$ cat config.mk
export PLATFORM = sky130hd
export DESIGN_NAME = quadrature_detent_volume
export DESIGN_NICKNAME = d
export VERILOG_FILES = /design/src/rtl/qdv_pkg.sv /design/src/rtl/qdv_csr.sv /design/src/rtl/qdv_step.sv /design/src/rtl/quadrature_detent_volume.sv
export SDC_FILE = /design/constraint.sdc
export NUM_CORES = 1
export LEC_CHECK = 0
export ABC_AREA = 1
export BUFFER_PORTS_ARGS = -buffer_cell sky130_fd_sc_hd__buf_2
export CORE_ASPECT_RATIO = 1.75
export CORE_MARGIN = 2
export CORE_UTILIZATION = 61
export CTS_CLUSTER_DIAMETER = 40
export DETAILED_ROUTE_END_ITERATION = 10
export PLACE_DENSITY = 0.79
export SETUP_SLACK_MARGIN = 0.2
export SLEW_MARGIN = 20
export SYNTH_ARGS = -nofsm -noshare
export SYNTH_HDL_FRONTEND = slang
export SYNTH_HIERARCHICAL = 1
export SYNTH_SLANG_ARGS = --single-unit
$ cat constraint.sdc
create_clock -name clock -period 5.7 [get_ports clock]
set_clock_uncertainty 0.15 [all_clocks]
set_input_delay 0.855 -clock clock [delete_from_list [all_inputs] [get_ports clock]]
set_output_delay 0.855 -clock clock [all_outputs]
set_load 0.02 [all_outputs]
$ cat src/rtl/qdv_pkg.sv
// Shared types, constants and the quadrature transition table for the detent volume block.
`timescale 1ns / 1ps
`default_nettype none

package qdv_pkg;

   localparam int VOL_W   = 7;
   localparam int ACC_W   = 3;
   localparam int CSR_IDX_W = 3;

   localparam logic [VOL_W-1:0] VOLUME_RESET      = 7'd10;
   localparam logic [VOL_W-1:0] NIGHT_LIMIT_RESET = 7'd10;
   localparam logic [VOL_W-1:0] DAY_LIMIT_RESET   = 7'd100;
   localparam logic [VOL_W-1:0] STEP_RESET        = 7'd3;

   localparam logic signed [ACC_W:0] QUARTERS_PER_DETENT = 4'sd4;

   localparam logic signed [1:0] DETENT_UP   = 2'sb01;
   localparam logic signed [1:0] DETENT_DOWN = 2'sb11;
   localparam logic signed [1:0] DETENT_NONE = 2'sb00;

   typedef enum logic [CSR_IDX_W-1:0] {
      CSR_NIGHT_MODE       = 3'd0,
      CSR_INVERT_DIRECTION = 3'd1,
      CSR_NIGHT_LIMIT      = 3'd2,
      CSR_DAY_LIMIT        = 3'd3,
      CSR_VOLUME_STEP      = 3'd4
   } csr_index_type;

   typedef struct packed {
      logic             night_mode;
      logic             invert_direction;
      logic [VOL_W-1:0] night_limit;
      logic [VOL_W-1:0] day_limit;
      logic [VOL_W-1:0] volume_step;
   } cfg_type;

   // Quarter steps for each {previous phase, current phase} pair.
   localparam logic signed [1:0] STEP_TABLE [16] = '{
       2'sd0, -2'sd1,  2'sd1,  2'sd0,
       2'sd1,  2'sd0,  2'sd0, -2'sd1,
      -2'sd1,  2'sd0,  2'sd0,  2'sd1,
       2'sd0,  2'sd1, -2'sd1,  2'sd0
   };

endpackage

`default_nettype wire

$ cat src/rtl/qdv_csr.sv
// Configuration register file for the detent volume block.
`timescale 1ns / 1ps
`default_nettype none

module qdv_csr (
   input  wire logic                            clock,
   input  wire logic                            reset,
   input  wire logic                            csr_valid,
   output logic                                 csr_ready,
   input  wire logic [qdv_pkg::CSR_IDX_W-1:0]   csr_index,
   input  wire logic [qdv_pkg::VOL_W-1:0]       csr_wdata,
   output qdv_pkg::cfg_type                     cfg
);
   import qdv_pkg::*;

   cfg_type cfg_ff;
   cfg_type cfg_in;

   assign csr_ready = 1'b1;
   assign cfg       = cfg_ff;

   always_comb begin
      cfg_in = cfg_ff;
      if (csr_valid) begin
         unique case (csr_index_type'(csr_index))
            CSR_NIGHT_MODE:       cfg_in.night_mode       = csr_wdata[0];
            CSR_INVERT_DIRECTION: cfg_in.invert_direction = csr_wdata[0];
            CSR_NIGHT_LIMIT:      cfg_in.night_limit      = csr_wdata;
            CSR_DAY_LIMIT:        cfg_in.day_limit        = csr_wdata;
            CSR_VOLUME_STEP:      cfg_in.volume_step      = csr_wdata;
            default:              cfg_in = cfg_ff;
         endcase
      end
   end

   always_ff @(posedge clock) begin
      if (reset) begin
         cfg_ff.night_mode       <= 1'b0;
         cfg_ff.invert_direction <= 1'b0;
         cfg_ff.night_limit      <= NIGHT_LIMIT_RESET;
         cfg_ff.day_limit        <= DAY_LIMIT_RESET;
         cfg_ff.volume_step      <= STEP_RESET;
      end else begin
         cfg_ff <= cfg_in;
      end
   end

endmodule

`default_nettype wire

$ cat src/rtl/qdv_step.sv
// Decoder and volume state, updated from one phase sample whenever advance is high.
`timescale 1ns / 1ps
`default_nettype none

module qdv_step (
   input  wire logic                        clock,
   input  wire logic                        reset,
   input  wire logic                        advance,
   input  wire logic                        phase_a,
   input  wire logic                        phase_b,
   input  wire qdv_pkg::cfg_type            cfg,
   output logic [qdv_pkg::VOL_W-1:0]        volume,
   output logic                             volume_changed,
   output logic signed [1:0]                detent
);
   import qdv_pkg::*;

   logic                    primed_ff, primed_in;
   logic [1:0]              prev_phase_ff, prev_phase_in;
   logic signed [ACC_W-1:0] accum_ff, accum_in;
   logic [VOL_W-1:0]        level_ff, level_in;

   logic [1:0]              cur;
   logic [VOL_W-1:0]        limit;
   logic [VOL_W-1:0]        vclamp;
   logic signed [1:0]       quarter;
   logic signed [ACC_W:0]   sum;
   logic signed [1:0]       raw_detent;
   logic [VOL_W:0]          up_sum;
   logic [VOL_W-1:0]        up_val;
   logic [VOL_W-1:0]        dn_val;

   always_comb begin
      cur     = {phase_a, phase_b};
      limit   = cfg.night_mode ? cfg.night_limit : cfg.day_limit;
      vclamp  = (level_ff > limit) ? limit : level_ff;
      quarter = STEP_TABLE[{prev_phase_ff, cur}];
      sum     = (ACC_W+1)'(accum_ff) + (ACC_W+1)'(quarter);

      prev_phase_in = cur;
      primed_in     = 1'b1;
      raw_detent    = DETENT_NONE;
      if (!primed_ff) begin
         accum_in = '0;
      end else if (sum >= QUARTERS_PER_DETENT) begin
         raw_detent = DETENT_UP;
         accum_in   = ACC_W'(sum - QUARTERS_PER_DETENT);
      end else if (sum <= -QUARTERS_PER_DETENT) begin
         raw_detent = DETENT_DOWN;
         accum_in   = ACC_W'(sum + QUARTERS_PER_DETENT);
      end else begin
         accum_in = ACC_W'(sum);
      end

      detent = cfg.invert_direction ? -raw_detent : raw_detent;

      // saturate to the active limit going up and to zero going down
      up_sum = {1'b0, vclamp} + {1'b0, cfg.volume_step};
      up_val = (up_sum > {1'b0, limit}) ? limit : up_sum[VOL_W-1:0];
      dn_val = (cfg.volume_step > vclamp) ? '0 : vclamp - cfg.volume_step;

      priority if (detent == DETENT_UP) begin
         level_in = up_val;
      end else if (detent == DETENT_DOWN) begin
         level_in = dn_val;
      end else begin
         level_in = vclamp;
      end

      volume         = level_in;
      volume_changed = (level_in != level_ff);
   end

   always_ff @(posedge clock) begin
      if (reset) begin
         primed_ff     <= 1'b0;
         prev_phase_ff <= '0;
         accum_ff      <= '0;
         level_ff      <= VOLUME_RESET;
      end else if (advance) begin
         primed_ff     <= primed_in;
         prev_phase_ff <= prev_phase_in;
         accum_ff      <= accum_in;
         level_ff      <= level_in;
      end
   end

endmodule

`default_nettype wire

$ cat src/rtl/quadrature_detent_volume.sv
// Top level of the quadrature detent volume block: input register, update, result register.
`timescale 1ns / 1ps
`default_nettype none

// Rotary encoder to volume control. Each transaction on req_ carries one sampled
// encoder phase (A high bit, B low bit) and yields exactly one rsp_ transaction with
// the volume, a changed flag and the signed detent (+1, -1 or 0). The first sample
// after reset only primes the decoder. One sample is taken every clock while req_stall
// is low; each sample passes through the input register, then the result register,
// and the decoder and volume state update as the sample moves from the input register
// to the result register. Write csr_ registers only while no transaction is in flight.
module quadrature_detent_volume (
   input  wire logic                          clock,
   input  wire logic                          reset,
   input  wire logic                          req_valid,
   output logic                               req_stall,
   input  wire logic                          req_phase_a,
   input  wire logic                          req_phase_b,
   output logic                               rsp_valid,
   input  wire logic                          rsp_stall,
   output logic [qdv_pkg::VOL_W-1:0]          rsp_volume,
   output logic                               rsp_volume_changed,
   output logic signed [1:0]                  rsp_detent,
   input  wire logic                          csr_valid,
   output logic                               csr_ready,
   input  wire logic [qdv_pkg::CSR_IDX_W-1:0] csr_index,
   input  wire logic [qdv_pkg::VOL_W-1:0]     csr_wdata
);
   import qdv_pkg::*;

   cfg_type cfg;

   logic               in_valid_ff, in_valid_in;
   logic               in_a_ff, in_b_ff;
   logic               out_valid_ff, out_valid_in;
   logic [VOL_W-1:0]   out_volume_ff;
   logic               out_changed_ff;
   logic signed [1:0]  out_detent_ff;

   logic               out_load;
   logic               advance;
   logic               in_load;
   logic [VOL_W-1:0]   step_volume;
   logic               step_changed;
   logic signed [1:0]  step_detent;

   qdv_csr u_csr (
      .clock     (clock),
      .reset     (reset),
      .csr_valid (csr_valid),
      .csr_ready (csr_ready),
      .csr_index (csr_index),
      .csr_wdata (csr_wdata),
      .cfg       (cfg)
   );

   qdv_step u_step (
      .clock          (clock),
      .reset          (reset),
      .advance        (advance),
      .phase_a        (in_a_ff),
      .phase_b        (in_b_ff),
      .cfg            (cfg),
      .volume         (step_volume),
      .volume_changed (step_changed),
      .detent         (step_detent)
   );

   always_comb begin
      out_load     = !out_valid_ff || !rsp_stall;
      advance      = in_valid_ff && out_load;
      req_stall    = in_valid_ff && !out_load;
      in_load      = req_valid && !req_stall;
      in_valid_in  = in_load || (in_valid_ff && !advance);
      out_valid_in = advance || (out_valid_ff && rsp_stall);
   end

   always_ff @(posedge clock) begin
      if (reset) begin
         in_valid_ff  <= 1'b0;
         out_valid_ff <= 1'b0;
      end else begin
         in_valid_ff  <= in_valid_in;
         out_valid_ff <= out_valid_in;
      end
   end

   // hold the sample until it moves into the result register
   always_ff @(posedge clock) begin
      if (in_load) begin
         in_a_ff <= req_phase_a;
         in_b_ff <= req_phase_b;
      end
      if (advance) begin
         out_volume_ff  <= step_volume;
         out_changed_ff <= step_changed;
         out_detent_ff  <= step_detent;
      end
   end

   assign rsp_valid          = out_valid_ff;
   assign rsp_volume         = out_volume_ff;
   assign rsp_volume_changed = out_changed_ff;
   assign rsp_detent         = out_detent_ff;

endmodule

`default_nettype wire
# Word-level counts from Yosys, hierarchy flattened
# Memories as Yosys holds them, arrays and structs flattened.
# Cells that the tools add are included.
# op_classes
n_reduce_logical	19
shifts	0
bitwise	1
eq_ne	7
mul	0
addsub	6
order_cmp	6
div_mod_pow	0
mux	15
# ops
op	count
$mux W7	6
$gt A7 B7 Y1	2
$mux W2	6
$reduce_and A2 Y1	5
$mux W3	3
$add A7 B7 Y8	1
$gt A8 B7 Y1	1
$ne A7 B7 Y1	1
$sub A7 B7 Y7	1
$eq A3 B2 Y1 const B	2
$ge A5 B5 Y1 const B	1
$logic_and A1 B1 Y1	5
$logic_not A1 Y1	5
$not A4 Y5	1
$add A3 B2 Y4	1
$ge A4 B4 Y1 const B	1
$le A4 B3 Y1 const B	1
$add A3 B3 Y3 const B	1
$eq A3 B1 Y1 const B	1
$eq A3 B3 Y1 const B	1
$logic_not A3 Y1	1
$logic_or A1 B1 Y1	3
$sub A3 B3 Y3 const B	1
$eq A2 B1 Y1 const B	1
other kinds (2)	2
# word_totals
in_bits	17
mem_count	1
regBits	50
rom_bits	32
latch_bits	0
ramBits	0
wordCells	71
# memory_table
name	depth	word_bits	rd	rd_ports_with_merged_regs	wr	line	rtl
(name not given)	16	2	1	0	0	qdv_step.sv:37	quarter = STEP_TABLE[{prev_phase_ff, cur}];

# Depth between registers and ports, before layout
# logic_depth
word_depth	15
depth_mapped	39
mapped_depth_nobuf	38

# Hierarchy
# The synthesis kept the hierarchy.
# modules_own_cells
mod	instances	seq_area_each_um2	cells_per_inst	area_per_inst_um2
qdv_step	1	260.2	355	2290.9
qdv_csr	1	460.4	142	960.9
quadrature_detent_volume	1	400.4	24	451.7

# Worst setup path before layout
# OpenSTA, ideal clock, no wires.
# synth_timing
kind	register to register
start	register u_csr.cfg_ff (netlist bit u_csr/cfg[22])
end	register out_changed_ff (netlist: rsp_volume_changed) (data pin)
path_stages_with_launch	37
arrival_time_ns	4.316
period_less_slack_ns	4.720
setup_ns	0.254
setup_slack_ns	0.980
path_cell_list	dfxtp_1 > buf_2 > mux2i_1 > ha_1 > a21oi_1 > o21ai_1 > nand2_1 > nand2_1 > nand2_1 > buf_2 > o21ai_2 > inv_1 > ha_1 > inv_1 > fa_1 > inv_1 > nand3_1 > nand2_1 > xor2_1 > inv_1 > ha_1 > nand3_1 > nand3_1 > nor2_1 > nand2_1 > nand2_1 > nand2_1 > nand2_1 > nand3_2 > nand2_1 > nand3_2 > nand2_2 > nand2_2 > nand2_1 > nand2_1 > nor2_1 > nand2_1
# synth_via
elab_chain_len	8
# synth_lines
item	line	rtl
from (decl)	qdv_csr.sv:16	cfg_type cfg_ff;
from (signal assigned)	qdv_csr.sv:44	cfg_ff <= cfg_in;
$mux W7 (*)	qdv_step.sv:35	limit = cfg.night_mode ? cfg.night_limit : cfg.day_limit;
$gt A7 B7 Y1	qdv_step.sv:36	vclamp = (level_ff > limit) ? limit : level_ff;
$mux W7	qdv_step.sv:36	
$add A7 B7 Y8 (tied with other cells)	qdv_step.sv:58	up_sum = {1'b0, vclamp} + {1'b0, cfg.volume_step};
$gt A8 B7 Y1 / $mux W7 (equally long branches)	qdv_step.sv:59, qdv_step.sv:60	
$mux W7 (on tied branches)	qdv_step.sv:59, qdv_step.sv:64	
$mux W7 (*)	qdv_step.sv:62	priority if (detent == DETENT_UP) begin
net step_volume[3]	quadrature_detent_volume.sv:43	logic [VOL_W-1:0] step_volume;
$ne A7 B7 Y1 (*)	qdv_step.sv:71	volume_changed = (level_in != level_ff);
net step_changed	quadrature_detent_volume.sv:44	logic step_changed;
to (signal assigned)	quadrature_detent_volume.sv:96	out_changed_ff <= step_changed;
to (decl)	quadrature_detent_volume.sv:37	logic out_changed_ff;
# The timed path passes the listed nets; every way through them passes the cells marked *.
# A chain may end at the register's enable or synchronous reset.

# Worst setup path after layout
# Ends and elaborated chain as after synthesis.

==> flow_metrics.py <==
metrics = {
    "power": {
        "clockPowerShare": 0.209,
        "power_per_cell_area_nw_per_um2": 244,
        "peakVddDrop_mv": 0.198,
        "internal_power_uw": 606,
        "switchingPower_uw": 382,
        "p_leak_nw": 2.06,
        "seqPwrFrac": 0.405,
        "comb_power_share": 0.386,
        "swShare": 0.387,
    },
    "outcome": {
        "status": "finished clean",
    },
    "synthesis": {
        "synth_cells": 521,
        "ys_ff_latch": 50,
        "yosys_warnings": 6,
        "yosysMostFrequentCell": "nand2_1",
        "avgSynthCellArea_sq_um": 7.11,
        "syn_area_sq_um": 3700,
        "synth_common_cells": "nand2_1 (118), inv_1 (83), nor2_1 (52)",
        "synth_edf_count": 12,
        "synth.distinct_cells": 42,
        "async_reset_ff_frac": 0,
        "netlist_top_cells_area": "dfxtp_1 (21%), nand2_1 (12%), ha_1 (12%), edfxtp_1 (9.7%), inv_1 (8.4%)",
        "synth.net_count": 576,
        "yosysTopAreaCellShare": 0.205,
        "synth_top_flop_cell": "dfxtp_1",
        "ys_seq_area_frac": 0.303,
        "synth_top_area_cell": "dfxtp_1",
    },
    "grt": {
        "grt.total_usage": 0.280,
        "antenna_found_initial": 0,
        "grt_max_degree": 24,
        "overflow": 0,
        "grt_pass1_vias": 3312,
        "grt_pass1_wl_mm": 14.7,
    },
    "floorplan": {
        "die_x_microns": 62.9,
        "start_util": 0.630,
        "dieHeight_microns": 107,
        "die_area_sq_um": 6740,
        "rows": 37,
        "design.core.area_sq_um": 5880,
        "pin_count": 30,
    },
    "setup_path": {
        "startpoint": "u_csr/cfg[22]$_SDFFE_PP0P_",
        "worstRegToRegCells": 31,
        "cp_slowest_cell": "o21ai_0",
        "cp_data_required_time_ps": 5620,
        "r2r-start": "u_csr/cfg[22]$_SDFFE_PP0P_",
        "endpoint_kind": "flop",
        "r2r_end": "rsp_volume_changed$_DFFE_PP_",
        "crit_arrival_ps": 5020,
        "rrSetupSlack_ps": 610,
        "startpoint_type": "flop",
        "crit_path_max_fanout": 12,
        "cp-endpoint": "rsp_volume_changed$_DFFE_PP_",
        "path_class": "reg -> reg",
        "slowest_delay_ps": 500,
        "cp_common_cell": "nand2_1",
    },
    "cts": {
        "root_buffer": "clkbuf_8",
        "clock_latency_ps": 310,
        "clock_path_buffers": 2,
        "clkSinkCount": 50,
        "cts_buffers": 5,
        "path_clk_slew_ps": 90,
        "h-tree-depth": 2,
        "postCtsHoldBufs": 0,
        "tritoncts": "yes",
    },
    "place": {
        "io_buffers": 28,
        "dp_hpwl_mm": 7.20,
        "gp_congestion": 1.01,
    },
    "flow_run": {
        "max_cap_violations": 0,
    },
    "final_layout": {
        "drive_above_1_share": 0.148,
        "area_growth_pct": 9.36,
        "antenna_cells": 0,
        "multi_input_area_sq_um": 2220,
        "fillCellCount": 557,
        "seq_area_sq_um": 1120,
        "final_core_util": 0.689,
        "nets": 608,
    },
    "timing": {
        "setup-violations-final": 0,
        "fin_crit_ps": 5090,
        "fin_setup_tns_ps": 0,
        "maxSlewViolCount": 0,
        "max_slew_margin": 0.549,
        "tightest_slew_ps": 675,
        "grt_setup_unrepaired": "false",
        "hold_viol_final": 0,
        "min_period_over_period": 0.893,
        "max_freq_ghz": 0.196,
    },
    "drt": {
        "first_iter_violations": 149,
        "totalWireLength_mm": 8.70,
        "wl_per_cell_microns": 13.8,
        "dr.pass1.iters": 6,
        "ant_nets": 0,
        "drc_errors": 0,
        "vias": 3387,
        "vias_per_cell": 5.36,
    },
    "hold_path": {
        "hold_class": "reg -> reg",
        "whs_path_depth": 2,
    },
}
[cells by family (layout without fill, tap and decap cells)]
family                   Yosys count  in the layout  synth area share
buffers and inverters             96            129             0.102
AND/OR/NAND/NOR                  260            260             0.324
other                              1              1           0.00101
adder cells (fa/ha/maj)           38             38             0.134
flip-flops                        50             50             0.303
XOR/XNOR                          10             10            0.0257
AO/OA/AOI/OAI                     61             61            0.0973
multiplexers                       5              5            0.0135
[worst min path at each step]
stage	start	to
6_report	u_csr/cfg[12]$_SDFFE_PP1P_	u_csr/cfg[12]$_SDFFE_PP1P_
5_1_grt	u_csr/cfg[12]$_SDFFE_PP1P_	u_csr/cfg[12]$_SDFFE_PP1P_
4_1_cts	u_csr/cfg[12]$_SDFFE_PP1P_	u_csr/cfg[12]$_SDFFE_PP1P_
3_5_place_dp	u_csr/cfg[12]$_SDFFE_PP1P_	u_csr/cfg[12]$_SDFFE_PP1P_
3_3_place_gp	u_csr/cfg[12]$_SDFFE_PP1P_	u_csr/cfg[12]$_SDFFE_PP1P_
2_1_floorplan	u_csr/cfg[12]$_SDFFE_PP1P_	u_csr/cfg[12]$_SDFFE_PP1P_
[power groups by stage]
stage	Sequential (mW)	Clock, mW	Combinational, mW
2_1_floorplan	0.412	0	0.277
3_3_place_gp	0.409	0	0.364
3_5_place_dp	0.409	0	0.374
4_1_cts	0.401	0.213	0.375
5_1_grt	0.403	0.225	0.431
6_report	0.401	0.206	0.382
[state kept, by name, summed over array words and instances (netlist names)]
register,cells
in_a_ff,1
in_b_ff,1
in_valid_ff,1
rsp_detent,2
rsp_valid,1
rsp_volume,7
rsp_volume_changed,1
u_csr/cfg,23
u_step/accum_ff,3
u_step/level_ff,7
u_step/prev_phase_ff,2
u_step/primed_ff,1
[through the flow]
step                      setup slack [ps]  area [sq um]  instances  total power [mW]  hold WS, ps
after floorplan                        980          3700        521             0.690          274
after global placement                 421          3950        624             0.773          290
after detailed placement               318          3950        624             0.783          291
after CTS                              284          4030        632             0.989          315
after global routing                   122          4050        632              1.06          349
final                                  610          4050        632             0.988          312
[layout by cell type, fill, tap and decap left out, types with 2 or more instances in the layout]
cell	n
nand3_2	8
o21ai_1	2
or2_2	3
nand2_4	2
edfxtp_1	12
mux2i_1	5
buf_2	28
buf_4	7
nor2_2	3
a21oi_4	2
nand4_1	11
clkbuf_8	5
o21ai_2	3
fa_1	3
o211ai_1	3
o21ai_0	14
inv_2	2
ha_1	35
dfxtp_1	37
a21oi_1	32
inv_1	83
nand2_1	116
nor2_1	52
xor2_1	7
nand3_1	49
nand2_2	10
[worst max-delay path, delay by kind of cell (launching register included)]
kind / cells / cell delay [ps]
xor gates and xnor gates: 1 / 250
adders and majority gates: 3 / 990
buffers and inverters: 1 / 110
DFF: 1 / 390
and+or+nand+nor: 23 / 2050
AOI/OAI and AO/OA: 3 / 910
[layout make-up]
class	instances	share of cell area
sequential	50	0.278
inverter	86	0.0809
clock buffer	5	0.0170
multi-input combinational	375	0.548
clock inverter	3	0.00494
timing repair buffer	35	0.0476
tap	78	0.0241
[what timing repair did]
action / CTS / global route
resized for setup: 0 / 5
endpoints found under the setup margin: 0 / 15
buffers inserted: 0 / 0
[routing by layer]
metal	routed length, microns	track usage
met5	0	0
met4	515	0.184
met3	291	0.0420
met2	4750	0.546
met1	3140	0.261
Note: power is estimated with default switching activity, not from simulation.
